--- src/sv/dcdt_pkg.sv ---
package dcdt_pkg;

	// Table geometry: twelve months of 32 day slots each.
	localparam int TABLE_DEPTH = 384;
	localparam int ADDR_W      = 9;
	localparam int YEAR_W      = 14;
	localparam int DAY_W       = 5;
	localparam int MONTH_W     = 4;
	localparam int AMOUNT_W    = 32;
	localparam int OUT_COUNT_W = 32;
	localparam int STATUS_W    = 2;

	localparam logic [ADDR_W-1:0] LAST_ENTRY = ADDR_W'(TABLE_DEPTH - 1);
	localparam logic [ADDR_W-1:0] DEPTH_ADDR = ADDR_W'(TABLE_DEPTH);

	localparam logic [YEAR_W-1:0] YEAR_RESET = YEAR_W'(2000);

	// Inverse of 25 modulo 2^14, and the largest product that marks a multiple of 25.
	localparam logic [YEAR_W-1:0] INV25_MOD   = YEAR_W'(7209);
	localparam logic [YEAR_W-1:0] DIV25_LIMIT = YEAR_W'(655);

	// Operation codes.
	localparam logic OP_RECORD = 1'b0;
	localparam logic OP_FETCH  = 1'b1;

	// Status codes.
	localparam logic [STATUS_W-1:0] ST_OK         = 2'd0;
	localparam logic [STATUS_W-1:0] ST_BAD_MONTH  = 2'd1;
	localparam logic [STATUS_W-1:0] ST_BAD_DAY    = 2'd2;
	localparam logic [STATUS_W-1:0] ST_NEG_AMOUNT = 2'd3;

	// Commands from the controller to the datapath.
	typedef struct packed {
		logic accept;
		logic clear;
		logic rec_finish;
		logic scan;
	} dcdt_cmd_t;

	// Status from the datapath to the controller.
	typedef struct packed {
		logic clear_last;
		logic scan_stop;
	} dcdt_sts_t;

	// Gregorian leap rule. A multiple of 25 is detected by multiplying with the
	// modular inverse of 25: exactly the multiples land in the lowest range.
	function automatic logic is_leap(input logic [YEAR_W-1:0] year);
		logic [YEAR_W-1:0] prod;
		logic              div4;
		logic              div16;
		logic              div25;
		prod  = year * INV25_MOD;
		div4  = (year[1:0] == 2'd0);
		div16 = (year[3:0] == 4'd0);
		div25 = (prod <= DIV25_LIMIT);
		return (div4 && !div25) || (div16 && div25);
	endfunction

	// Length of a month numbered 1 to 12; zero for any other number.
	function automatic logic [DAY_W-1:0] month_days(input logic [MONTH_W-1:0] month,
		input logic leap);
		logic [DAY_W-1:0] len;
		unique case (month)
			4'd1, 4'd3, 4'd5, 4'd7, 4'd8, 4'd10, 4'd12: len = 5'd31;
			4'd4, 4'd6, 4'd9, 4'd11:                    len = 5'd30;
			4'd2:                                       len = leap ? 5'd29 : 5'd28;
			default:                                    len = 5'd0;
		endcase
		return len;
	endfunction

endpackage

--- src/sv/dcdt_ctrl.sv ---
module dcdt_ctrl
	import dcdt_pkg::*;
(
	input  logic      clk,
	input  logic      arst_n,
	input  logic      start,
	input  logic      op,
	input  dcdt_sts_t sts,
	output dcdt_cmd_t cmd,
	output logic      busy
);

	typedef enum logic [1:0] {
		S_CLEAR,
		S_IDLE,
		S_RECORD,
		S_SCAN
	} state_t;

	state_t state_q;
	logic   busy_q;

	// Command decode from the current state.
	always_comb begin
		cmd            = '0;
		cmd.accept     = (state_q == S_IDLE) && start;
		cmd.clear      = (state_q == S_CLEAR);
		cmd.rec_finish = (state_q == S_RECORD);
		cmd.scan       = (state_q == S_SCAN);
	end

	// State register and busy flag; reset starts the clearing sweep.
	always_ff @(posedge clk or negedge arst_n) begin
		if (!arst_n) begin
			state_q <= S_CLEAR;
			busy_q  <= 1'b1;
		end else begin
			unique case (state_q)
				S_CLEAR: begin
					if (sts.clear_last) begin
						state_q <= S_IDLE;
						busy_q  <= 1'b0;
					end
				end
				S_IDLE: begin
					if (start) begin
						state_q <= (op == OP_RECORD) ? S_RECORD : S_SCAN;
						busy_q  <= 1'b1;
					end
				end
				S_RECORD: begin
					state_q <= S_IDLE;
					busy_q  <= 1'b0;
				end
				S_SCAN: begin
					if (sts.scan_stop) begin
						state_q <= S_IDLE;
						busy_q  <= 1'b0;
					end
				end
				default: begin
					state_q <= S_IDLE;
					busy_q  <= 1'b0;
				end
			endcase
		end
	end

	assign busy = busy_q;

	// An accepted item always raises busy in the next cycle.
	a_accept_busy: assert property (@(posedge clk) disable iff (!arst_n)
		(state_q == S_IDLE && start) |=> busy_q)
		else $error("busy not raised after an accepted item");

	// The record state always returns to idle in the next cycle.
	a_record_short: assert property (@(posedge clk) disable iff (!arst_n)
		(state_q == S_RECORD) |=> (state_q == S_IDLE))
		else $error("record did not return to idle");

	// No item can be taken while the table is being cleared.
	a_clear_busy: assert property (@(posedge clk) disable iff (!arst_n)
		(state_q == S_CLEAR) |-> busy_q)
		else $error("busy low during clearing sweep");

endmodule

--- config.mk ---
export PLATFORM = sky130hd
export DESIGN_NAME = dcdt_ctrl
export DESIGN_NICKNAME = d
export VERILOG_FILES = /design/src/sv/dcdt_pkg.sv /design/src/sv/dcdt_ctrl.sv
export SDC_FILE = /design/constraint.sdc
export NUM_CORES = 1
export LEC_CHECK = 0
export ABC_AREA = 1
export BUFFER_PORTS_ARGS = -buffer_cell sky130_fd_sc_hd__buf_2
export CORE_AREA = 2 2 39 41
export DETAILED_ROUTE_END_ITERATION = 10
export DIE_AREA = 0 0 41 43
export PLACE_DENSITY = 0.3
export SETUP_SLACK_MARGIN = 0.1
export SLEW_MARGIN = 20
export SYNTH_ARGS = -nofsm -noshare
export SYNTH_HDL_FRONTEND = slang
export SYNTH_SLANG_ARGS = --single-unit
--- constraint.sdc ---
create_clock -name clk -period 1 [get_ports clk]
set_input_delay 0.1 -clock clk [delete_from_list [all_inputs] [get_ports clk]]
set_output_delay 0.1 -clock clk [all_outputs]
set_load 0.01 [all_outputs]
==> results of run 1 <==
-- report_power, final --
part,switching (W),leakage (nW),internal (W)
clock,0.0000625,0.0150,0.000150
sequential,0.0000849,0.0310,0.000203
combinational,0.000285,0.161,0.000398
-- worst min-delay path, cell delays in order --
cell     delay (ns)
buf_2          0.11
nand3_2        0.08
nand2_1        0.06
-- synthesized netlist by cell type (all sizes together) --
cell / instances / area (um^2)
dfstp: 1 / 26.3
nand3b: 2 / 15.0
nand3: 3 / 20.0
a21o: 1 / 7.51
inv: 5 / 18.8
nor2: 2 / 10.0
dfrtp: 2 / 50.1
nand2: 6 / 25.0
-- worst min-delay path by stage --
stage | end | startpoint | cells past startpoint | slack (ns)
final | busy | start | 3 | 0.12
after global routing | busy | start | 3 | 0.13
after detailed placement | state_q[1] | arst_n | 1 | -0.10
after floorplan | state_q[0] | arst_n | 0 | -0.20
after CTS | busy | start | 3 | 0.12
after global placement | state_q[1] | arst_n | 1 | -0.11
-- placed cells by master (no fill, tap or decap), drive strengths merged, types with 2 or more instances in the layout --
cell type / instances
nand2: 6
dfrtp: 2
buf: 16
nor2: 2
nand3: 3
nand3b: 2
inv: 5
clkbuf: 4
-- sequential cells by signal (all words and copies together) (netlist names) --
| register | count |
|---|---|
| state_q | 2 |
| busy | 1 |
-- final cells by class --
cell class,count,area [um^2],area share
timing repair buffer,17,134,0.352
multi-input combinational,14,103,0.270
sequential,3,78.8,0.207
clock buffer,4,26.3,0.0691
tap,16,20.0,0.0526
inverter,5,18.8,0.0493
-- through the flow --
| stage | instances | hold slack, ns | worst slack (ns) |
|---|---|---|---|
| 2_1_floorplan | 22 | -0.196 | 0.100 |
| 3_3_place_gp | 48 | -0.105 | 0.0448 |
| 3_5_place_dp | 48 | -0.104 | 0.0494 |
| 4_1_cts | 59 | 0.116 | -0.105 |
| 5_1_grt | 59 | 0.130 | -0.149 |
| 6_report | 59 | 0.121 | -0.0930 |
-- cells by family after synthesis --
kind of cell / synth area share
AO/OA/AOI/OAI: 0.0435
AND/OR/NAND/NOR: 0.406
flip-flops: 0.442
buffers and inverters: 0.109
-- what timing repair did --
item,CTS,global route
setup buffers,6,0
hold buffers,1,0
pin swaps,4,1
gates resized for setup,6,2
setup endpoints to repair,6,8
endpoints found under the hold margin,3,0
-- routing by layer --
layer | track usage | part of all wire | routed length (um) | vias up
met5 | 0 | 0 | 0 | -
met4 | 0.0800 | 0.033 | 16 | 0
met3 | 0.0366 | 0.10 | 51 | 2
met2 | 0.103 | 0.44 | 218 | 10
met1 | 0.0710 | 0.42 | 205 | 95
li1 | - | - | - | 109
==> summary.txt, run 1 <==
Outcome
  • Status: complete, but fails checks
  • Failing checks: setup timing

Placement
  • Area after DPL: 249 um^2
  • Placer Congestion: 0.633
  • I/O Buffers: 10

Power and ir drop
  • Pwr Total: 0.00118 W
  • Leakage: 0.207 nW
  • Max rail drop VDD: approximately 0.00096 V
  • Pwr/cell area: roughly 3100 nW/um^2

Drt
  • Vias: 216
  • Initial DRC count: 0
  • Post-Route WL: 492 um
  • Routed vias/inst: 3.66
  • Antenna Nets Post-Route: 0
  • DRC: 0
  • Pre-antenna DRT Iters: 1
  • Average wire per standard cell: 8.34 um

Die
  • Initial core utilization: 0.125
  • IO Pins: 11
  • DIE AREA: 1760 um^2
  • Die H: about 43 um
  • Chip width: 41 um
  • Site row count: 14
  • Core ar.: approximately 1400 um^2

Timing
  • RSZ-0062 raised after global routing: yes
  • # setup viols final: 6
  • Final hold violations: 0
  • Worst slew margin: 0.894
  • Setup TNS: -0.330 ns
  • Minimum clock period: roughly 1.1 ns
  • Fmax achieved: 915 MHz
  • PnR worst setup slack: -0.0930 ns
  • Final worst clock skew: 0.000591 ns
  • Final Max Tran Viols: 0
  • Worst-Margin Slew: around 0.16 ns
  • Period Utilization, post-route: 1.09

GRT
  • GRT overflow: 0
  • Gr usage total: 0.0744
  • First-pass GRT wire length: between 800 and 900 um
  • Vias in the first global route: 225
  • Initial antenna violation count: 0
  • Pin count of the biggest net entering global routing: 7

Setup path
  • CP Max Fanout: 3
  • Critical path startpoint: state_q[1]
  • WP data arrival: 0.99 ns
  • CP Class: reg -> out
  • R2R Setup Slk: -0.05 ns
  • CP required: approximately 0.90 ns
  • Critical Path End: cmd[0]
  • CP cell instances: buf_12 > nand2_2 > inv_1 > buf_2
  • Buf+Inv Stages, Crit Path: 3
  • Startpoint Class: flop
  • CP max-delay cell: dfrtp_2
  • Critical path endpoint category: primary output
  • Crit-path max cell delay: between 0.4 and 0.5 ns
  • FF-to-FF End: state_q[0]
  • Worst reg2reg startpoint: state_q[0]
  • Top delay family on crit path: flip-flops
  • R2r worst-path depth: 4
  • CP Depth: 4

Logic synthesis
  • Cells after Synth: 22
  • Sequential share of the synthesized area: 0.442
  • Syn Nets: 28
  • Cell variety after synth: 12
  • Post-Syn Area: around 170 um^2
  • Synth warn: 0
  • Mean Syn Cell Area: 7.85 um^2
  • Register bit total from synthesis: 3

Hold path
  • Hold Path Class: in -> reg

Clock network
  • CTS Sinks: 3
  • Clock latency on the worst-skew pair: 0.23 ns
  • CTS tree: built
  • Clock-pin transition on the worst setup and hold timing paths: around 0.04 ns
  • Clock Path Buffers: 2
  • CTS Buf Count: 3
  • Root Buffer Master: clkbuf_4
  • H-tree depth: 1

Finish
  • Fin area: 380 um^2
  • N_diodes: 0
  • Fill count: roughly 160
  • Fin nets: 50
  • Share of layout cells above drive strength 1: 0.674
  • Area grow syn2layout: 120%
  • Core Util, Final: 0.275

Job
  • Max cap viols: 0
Power figures use the tool's default switching activity.
==> inputs of run 2 (changes only) <==
--- a/config.mk
+++ b/config.mk
@@ -12,6 +12,7 @@
 export DIE_AREA = 0 0 41 43
 export PLACE_DENSITY = 0.3
 export SETUP_SLACK_MARGIN = 0.1
+export SKIP_CTS_REPAIR_TIMING = 1
 export SLEW_MARGIN = 20
 export SYNTH_ARGS = -nofsm -noshare
 export SYNTH_HDL_FRONTEND = slang
==> summary.txt, run 2 (same netlist as run 1, synthesis figures left out) <==
Timing
  • Worst hold slack: 0.119 ns (-0.00187 ns)
  • Worst slew margin: 0.885 (-0.00939)
  • RSZ-0062 raised after global routing: yes
  • Final worst clock skew: 0.00131 ns (+0.000715 ns)
  • Setup TNS: -0.240 ns (+0.0904 ns)
  • Minimum clock period: 1.12 ns (+0.0274 ns)
  • Final hold violations: 0 (unchanged)
  • PnR worst setup slack: -0.120 ns (-0.0274 ns)
  • Final Max Tran Viols: 0 (unchanged)
  • # setup viols final: 5 (-1)
  • Period Utilization, post-route: 1.12 (+0.0274)
  • Fmax achieved: 893 MHz (-2.4%)
  • Worst-Margin Slew: 0.173 ns (+0.0141 ns)

Die
  • Die H: 43 um (unchanged)
  • DIE AREA: 1760 um^2 (unchanged)
  • IO Pins: 11 (unchanged)
  • Core ar.: 1380 um^2 (unchanged)
  • Initial core utilization: 0.125 (unchanged)
  • Site row count: 14 (unchanged)
  • Chip width: 41 um (unchanged)

GRT
  • Gr usage total: 0.0584 (-0.0160)
  • Met3 Use GR: 0.0314 (-0.00524)
  • GRT overflow: 0 (unchanged)
  • Initial antenna violation count: 0 (unchanged)
  • Grt peak-use layer: met4
  • Vias in the first global route: 163 (-28%)
  • First-pass GRT wire length: 593 um (-27%)
  • M1 GR Usage: 0.0583 (-0.0127)
  • Met2 usage: 0.0688 (-0.0344)
  • Pin count of the biggest net entering global routing: 8 (+1)

Clock network
  • H-tree depth: 1 (unchanged)
  • CTS tree: built
  • Root Buffer Master: clkbuf_4
  • Clock Path Buffers: 2 (unchanged)
  • CTS Sinks: 3 (unchanged)
  • Clock latency on the worst-skew pair: 0.23 ns (about the same)
  • Clock-pin transition on the worst setup and hold timing paths: 0.04 ns (about the same)
  • CTS Buf Count: 3 (unchanged)

Finish
  • Biggest register: state_q
  • Commonest non-fill, non-tap cells in the layout: buf_2 (8), nand2_1 (5), inv_1 (4)
  • Fin nets: 45 (-10%)
  • N_diodes: 0 (unchanged)
  • Fin area: 318 um^2 (-16%)
  • Share of layout cells above drive strength 1: 0.579 (-0.0955)
  • Most common cell after layout, fill and taps aside: buf_2
  • Fill count: 162 (+2.5%)
  • Area grow syn2layout: 84.1%
  • Max reg flops: 2 (unchanged)

Placement
  • I/O Buffers: 10 (unchanged)
  • Area after DPL: 249 um^2 (unchanged)
  • Setup WS pre-CTS: 0.0494 ns (unchanged)
  • Placer Congestion: 0.633 (unchanged)

Hold path
  • WHS Path Cells: 3 (unchanged)
  • Hold Path Class: in -> reg

Drt
  • Vias: 195 (-9.7%)
  • Routed vias/inst: 3.61 (-1.4%)
  • DRC: 0 (unchanged)
  • Antenna Nets Post-Route: 0 (unchanged)
  • Post-Route WL: 444 um (-9.8%)
  • Average wire per standard cell: 8.22 um (-1.4%)
  • Pre-antenna DRT Iters: 4 (+3)
  • Initial DRC count: 2 (+2)

Setup path
  • CP Max Fanout: 4 (+1)
  • CP Class: reg -> out
  • Startpoint Class: flop
  • WP data arrival: 1.02 ns (+0.03 ns)
  • CP required: 0.90 ns (about the same)
  • Critical path endpoint category: primary output
  • R2r worst-path depth: 5 (+1)

Power and ir drop
  • Leakage: 0.176 nW (-15%)
  • Pwr/cell area: 3010 nW/um^2 (-3.2%)
  • Max rail drop VDD: 0.000991 V (+3.1%)

Outcome
  • Status: complete, but fails checks
  • Failing checks: setup timing

Job
  • Max cap viols: 0 (unchanged)
==> run 2: changes by cell type in the layout (fill, tap and decap cells not counted), sizes merged <==
cell | before | now
buf | 16 | 11
==> run 2: metrics by stage <==
step / utilization / total power [W] / std cells
after floorplan: - / 0.000502 / 22
after global placement: 0.180 / 0.000643 / 48
after detailed placement: 0.180 / 0.000638 / 48
after CTS: 0.199 / 0.000864 / 52
after global routing: 0.230 / 0.00105 / 54
final: 0.230 / 0.000956 / 54
==> run 2: cell type report <==
cell class                      count  area, um^2  share of cell area
Timing Repair Buffer               12        83.8               0.264
Sequential cell                     3        78.8               0.248
Inverter                            5        21.3              0.0669
Clock buffer                        4        26.3              0.0827
Tap cell                           16        20.0              0.0630
Multi-Input combinational cell     14        87.6               0.276
==> run 2: routing by layer <==
layer	wire, um	vias up
met5	0	-
met4	16	0
met3	52	2
met2	187	10
met1	188	83
li1	-	100
==> run 2: path summary, 6_finish.rpt <==
| kind | startpoint | end | slack (ns) |
|---|---|---|---|
| max in group asynchronous | arst_n | busy | 0.62 |
| max reg2reg | state_q[1] | state_q[0] | -0.01 |
| min | start | busy | 0.12 |
| min reg2reg | busy | busy | 0.47 |
| min in group asynchronous | arst_n | state_q[0] | 0.19 |
| max | state_q[1] | cmd[3] | -0.12 |
==> run 2: worst max-delay path, cell delays in order, from the launching register on <==
cell,delay [ns]
dfrtp_2,0.45
inv_4,0.09
nand3_2,0.07
inv_1,0.06
buf_2,0.12
==> run 2: where the power goes <==
| group | internal (W) | switching (W) |
|---|---|---|
| Combinational | 0.000231 | 0.000204 |
| Clock | 0.000149 | 0.0000615 |
| Sequential | 0.000203 | 0.000108 |
| Total | 0.000583 | 0.000374 |
==> inputs of run 3 (changes only) <==
==> constraint.sdc (replaced) <==
create_clock -name clk -period 1.4 [get_ports clk]
set_input_delay 0.14 -clock clk [delete_from_list [all_inputs] [get_ports clk]]
set_output_delay 0.14 -clock clk [all_outputs]
set_load 0.01 [all_outputs]
==> summary.txt, run 3 (same netlist as run 1, synthesis figures left out) <==
Placement
  • Area after DPL: 243 um^2 (-2.5%)
  • I/O Buffers: 10 (unchanged)
  • Setup WS pre-CTS: 0.435 ns (+0.386 ns)
  • Hpwl dp: ~340 um
  • Placer Congestion: 0.625 (-1.3%)

Power and ir drop
  • Gate power share: 0.411 (-0.044)
  • Pwr/cell area: 2120 nW/um^2 (-30%)
  • Switching part of the total: 0.406 (+0.0151)
  • Max rail drop VDD: 0.000559 V (-44%)
  • Leakage: 0.166 nW (-6.1%)
  • Reg power frac: 0.326 (about the same)
  • Int Pwr: 0.000351 W (-40%)
  • Clock share of power: 0.263 (+0.042)
  • Sw Pwr: 0.000240 W (-36%)

Setup path
  • WP data arrival: 1.07 ns (+0.05 ns)
  • Startpoint Class: flop
  • R2r worst-path depth: 3 (-2)
  • CP required: 1.26 ns (+0.36 ns)
  • Critical path endpoint category: primary output
  • CP Class: reg -> out
  • CP max-delay cell: dfrtp_1
  • Crit-path max cell delay: 0.42 ns (-0.03 ns)
  • FF-to-FF End: state_q[0]
  • CP cell instances: inv_2 > nand3_1 > inv_1 > buf_2
  • CP Max Fanout: 4 (unchanged)
  • R2R Setup Slk: 0.45 ns (+0.46 ns)
  • Worst reg2reg startpoint: state_q[0]

Hold path
  • WHS Path Cells: 4 (+1)
  • Hold Path Class: in -> reg
  • Hold_sp: sts[0]
  • Worst hold path endpoint: state_q[1]

Clock network
  • Clock latency on the worst-skew pair: 0.24 ns (about the same)
  • H-tree depth: 1 (unchanged)
  • Clock-pin transition on the worst setup and hold timing paths: 0.04 ns (about the same)
  • CTS tree: built
  • CTS Sinks: 3 (unchanged)
  • CTS Buf Count: 3 (unchanged)
  • Clock Path Buffers: 2 (unchanged)
  • Root Buffer Master: clkbuf_4

Timing
  • Final hold violations: 0 (unchanged)
  • Final Max Tran Viols: 0 (unchanged)
  • Worst slew margin: 0.846 (-0.0389)
  • Final worst clock skew: 0.00434 ns (+0.00304 ns)
  • Period Utilization, post-route: 0.865
  • Worst hold slack: 0.169 ns (+0.0498 ns)
  • RSZ-0062 raised after global routing: no
  • Minimum clock period: 1.21 ns
  • Fmax achieved: 826 MHz
  • PnR worst setup slack: 0.189 ns (+0.310 ns)
  • Setup TNS: 0 ns (+0.240 ns)
  • # setup viols final: 0 (-5)
  • Worst-Margin Slew: 0.231 ns (+0.0583 ns)

Finish
  • Most common cell after layout, fill and taps aside: buf_2
  • Biggest register: state_q
  • Share of layout cells above drive strength 1: 0.486 (-0.0925)
  • Fin area: 279 um^2 (-12%)
  • N_diodes: 0 (unchanged)
  • Commonest non-fill, non-tap cells in the layout: buf_2 (10), nand2_1 (5), inv_1 (4)
  • Max reg flops: 2 (unchanged)
  • Fin nets: 44 (-2.2%)
  • Area grow syn2layout: 61.6%

GRT
  • Initial antenna violation count: 0 (unchanged)
  • Pin count of the biggest net entering global routing: 8 (unchanged)
  • GRT overflow: 0 (unchanged)
  • Vias in the first global route: 180 (+10%)
  • First-pass GRT wire length: 676 um (+14%)
  • Gr usage total: 0.0602 (+0.00189)

Outcome
  • Status: complete, no violations

Die
  • Initial core utilization: 0.125 (unchanged)
  • Chip width: 41 um (unchanged)
  • DIE AREA: 1760 um^2 (unchanged)
  • Site row count: 14 (unchanged)
  • Core ar.: 1380 um^2 (unchanged)
  • Die H: 43 um (unchanged)
  • IO Pins: 11 (unchanged)

Drt
  • Vias: 180 (-7.7%)
  • Routed vias/inst: 3.40 (-6.0%)
  • Pre-antenna DRT Iters: 1 (-3)
  • Post-Route WL: 452 um (+1.8%)
  • Antenna Nets Post-Route: 0 (unchanged)
  • Initial DRC count: 0 (-2)
  • Average wire per standard cell: 8.53 um (+3.7%)
  • DRC: 0 (unchanged)

Job
  • Max cap viols: 0 (unchanged)
run 3: worst max path at each step:
stage / from / end / cells after the start
6_report: state_q[1] / cmd[3] / 4
5_1_grt: state_q[0] / cmd[3] / 3
4_1_cts: state_q[1] / cmd[3] / 4
3_5_place_dp: state_q[0] / cmd[3] / 3
3_3_place_gp: state_q[0] / cmd[3] / 3
2_1_floorplan: state_q[0] / state_q[0] / 3
run 3: through the flow:
stage / util / std cells / power, W
floorplan: - / 22 / 0.000344
finish: 0.202 / 53 / 0.000591
global placement: 0.175 / 48 / 0.000435
detailed placement: 0.175 / 48 / 0.000436
CTS: 0.194 / 52 / 0.000603
global route: 0.202 / 53 / 0.000654
run 3: power groups by stage:
| stage | registers (W) | clock network, W | logic (W) |
|---|---|---|---|
| 6_report | 0.000193 | 0.000155 | 0.000243 |
| 5_1_grt | 0.000204 | 0.000176 | 0.000273 |
| 4_1_cts | 0.000194 | 0.000164 | 0.000245 |
| 3_5_place_dp | 0.000195 | 0 | 0.000241 |
| 3_3_place_gp | 0.000192 | 0 | 0.000243 |
| 2_1_floorplan | 0.000194 | 0 | 0.000149 |
run 3: final cells by class:
type,instances,area (um^2)
Timing Repair Buffer,11,60.1
Multi-Input combinational cell,14,77.6
Tap cell,16,20.0
Clock buffer,4,26.3
Inverter,5,18.8
Fill cell,158,1100
Sequential cell,3,76.3
run 3: per-layer routing:
layer | track usage | vias up | routed length [um]
met1 | 0.0643 | 71 | 216
met4 | 0.0600 | 0 | 0
li1 | - | 97 | -
met5 | 0 | - | 0
met2 | 0.0781 | 12 | 173
met3 | 0.0314 | 0 | 62
run 3: worst max-delay path: cells and delay by family (launching register included):
kind                   cells  cell delay, ns
buffers and inverters      3            0.29
DFF                        1            0.42
and+or+nand+nor            1            0.12
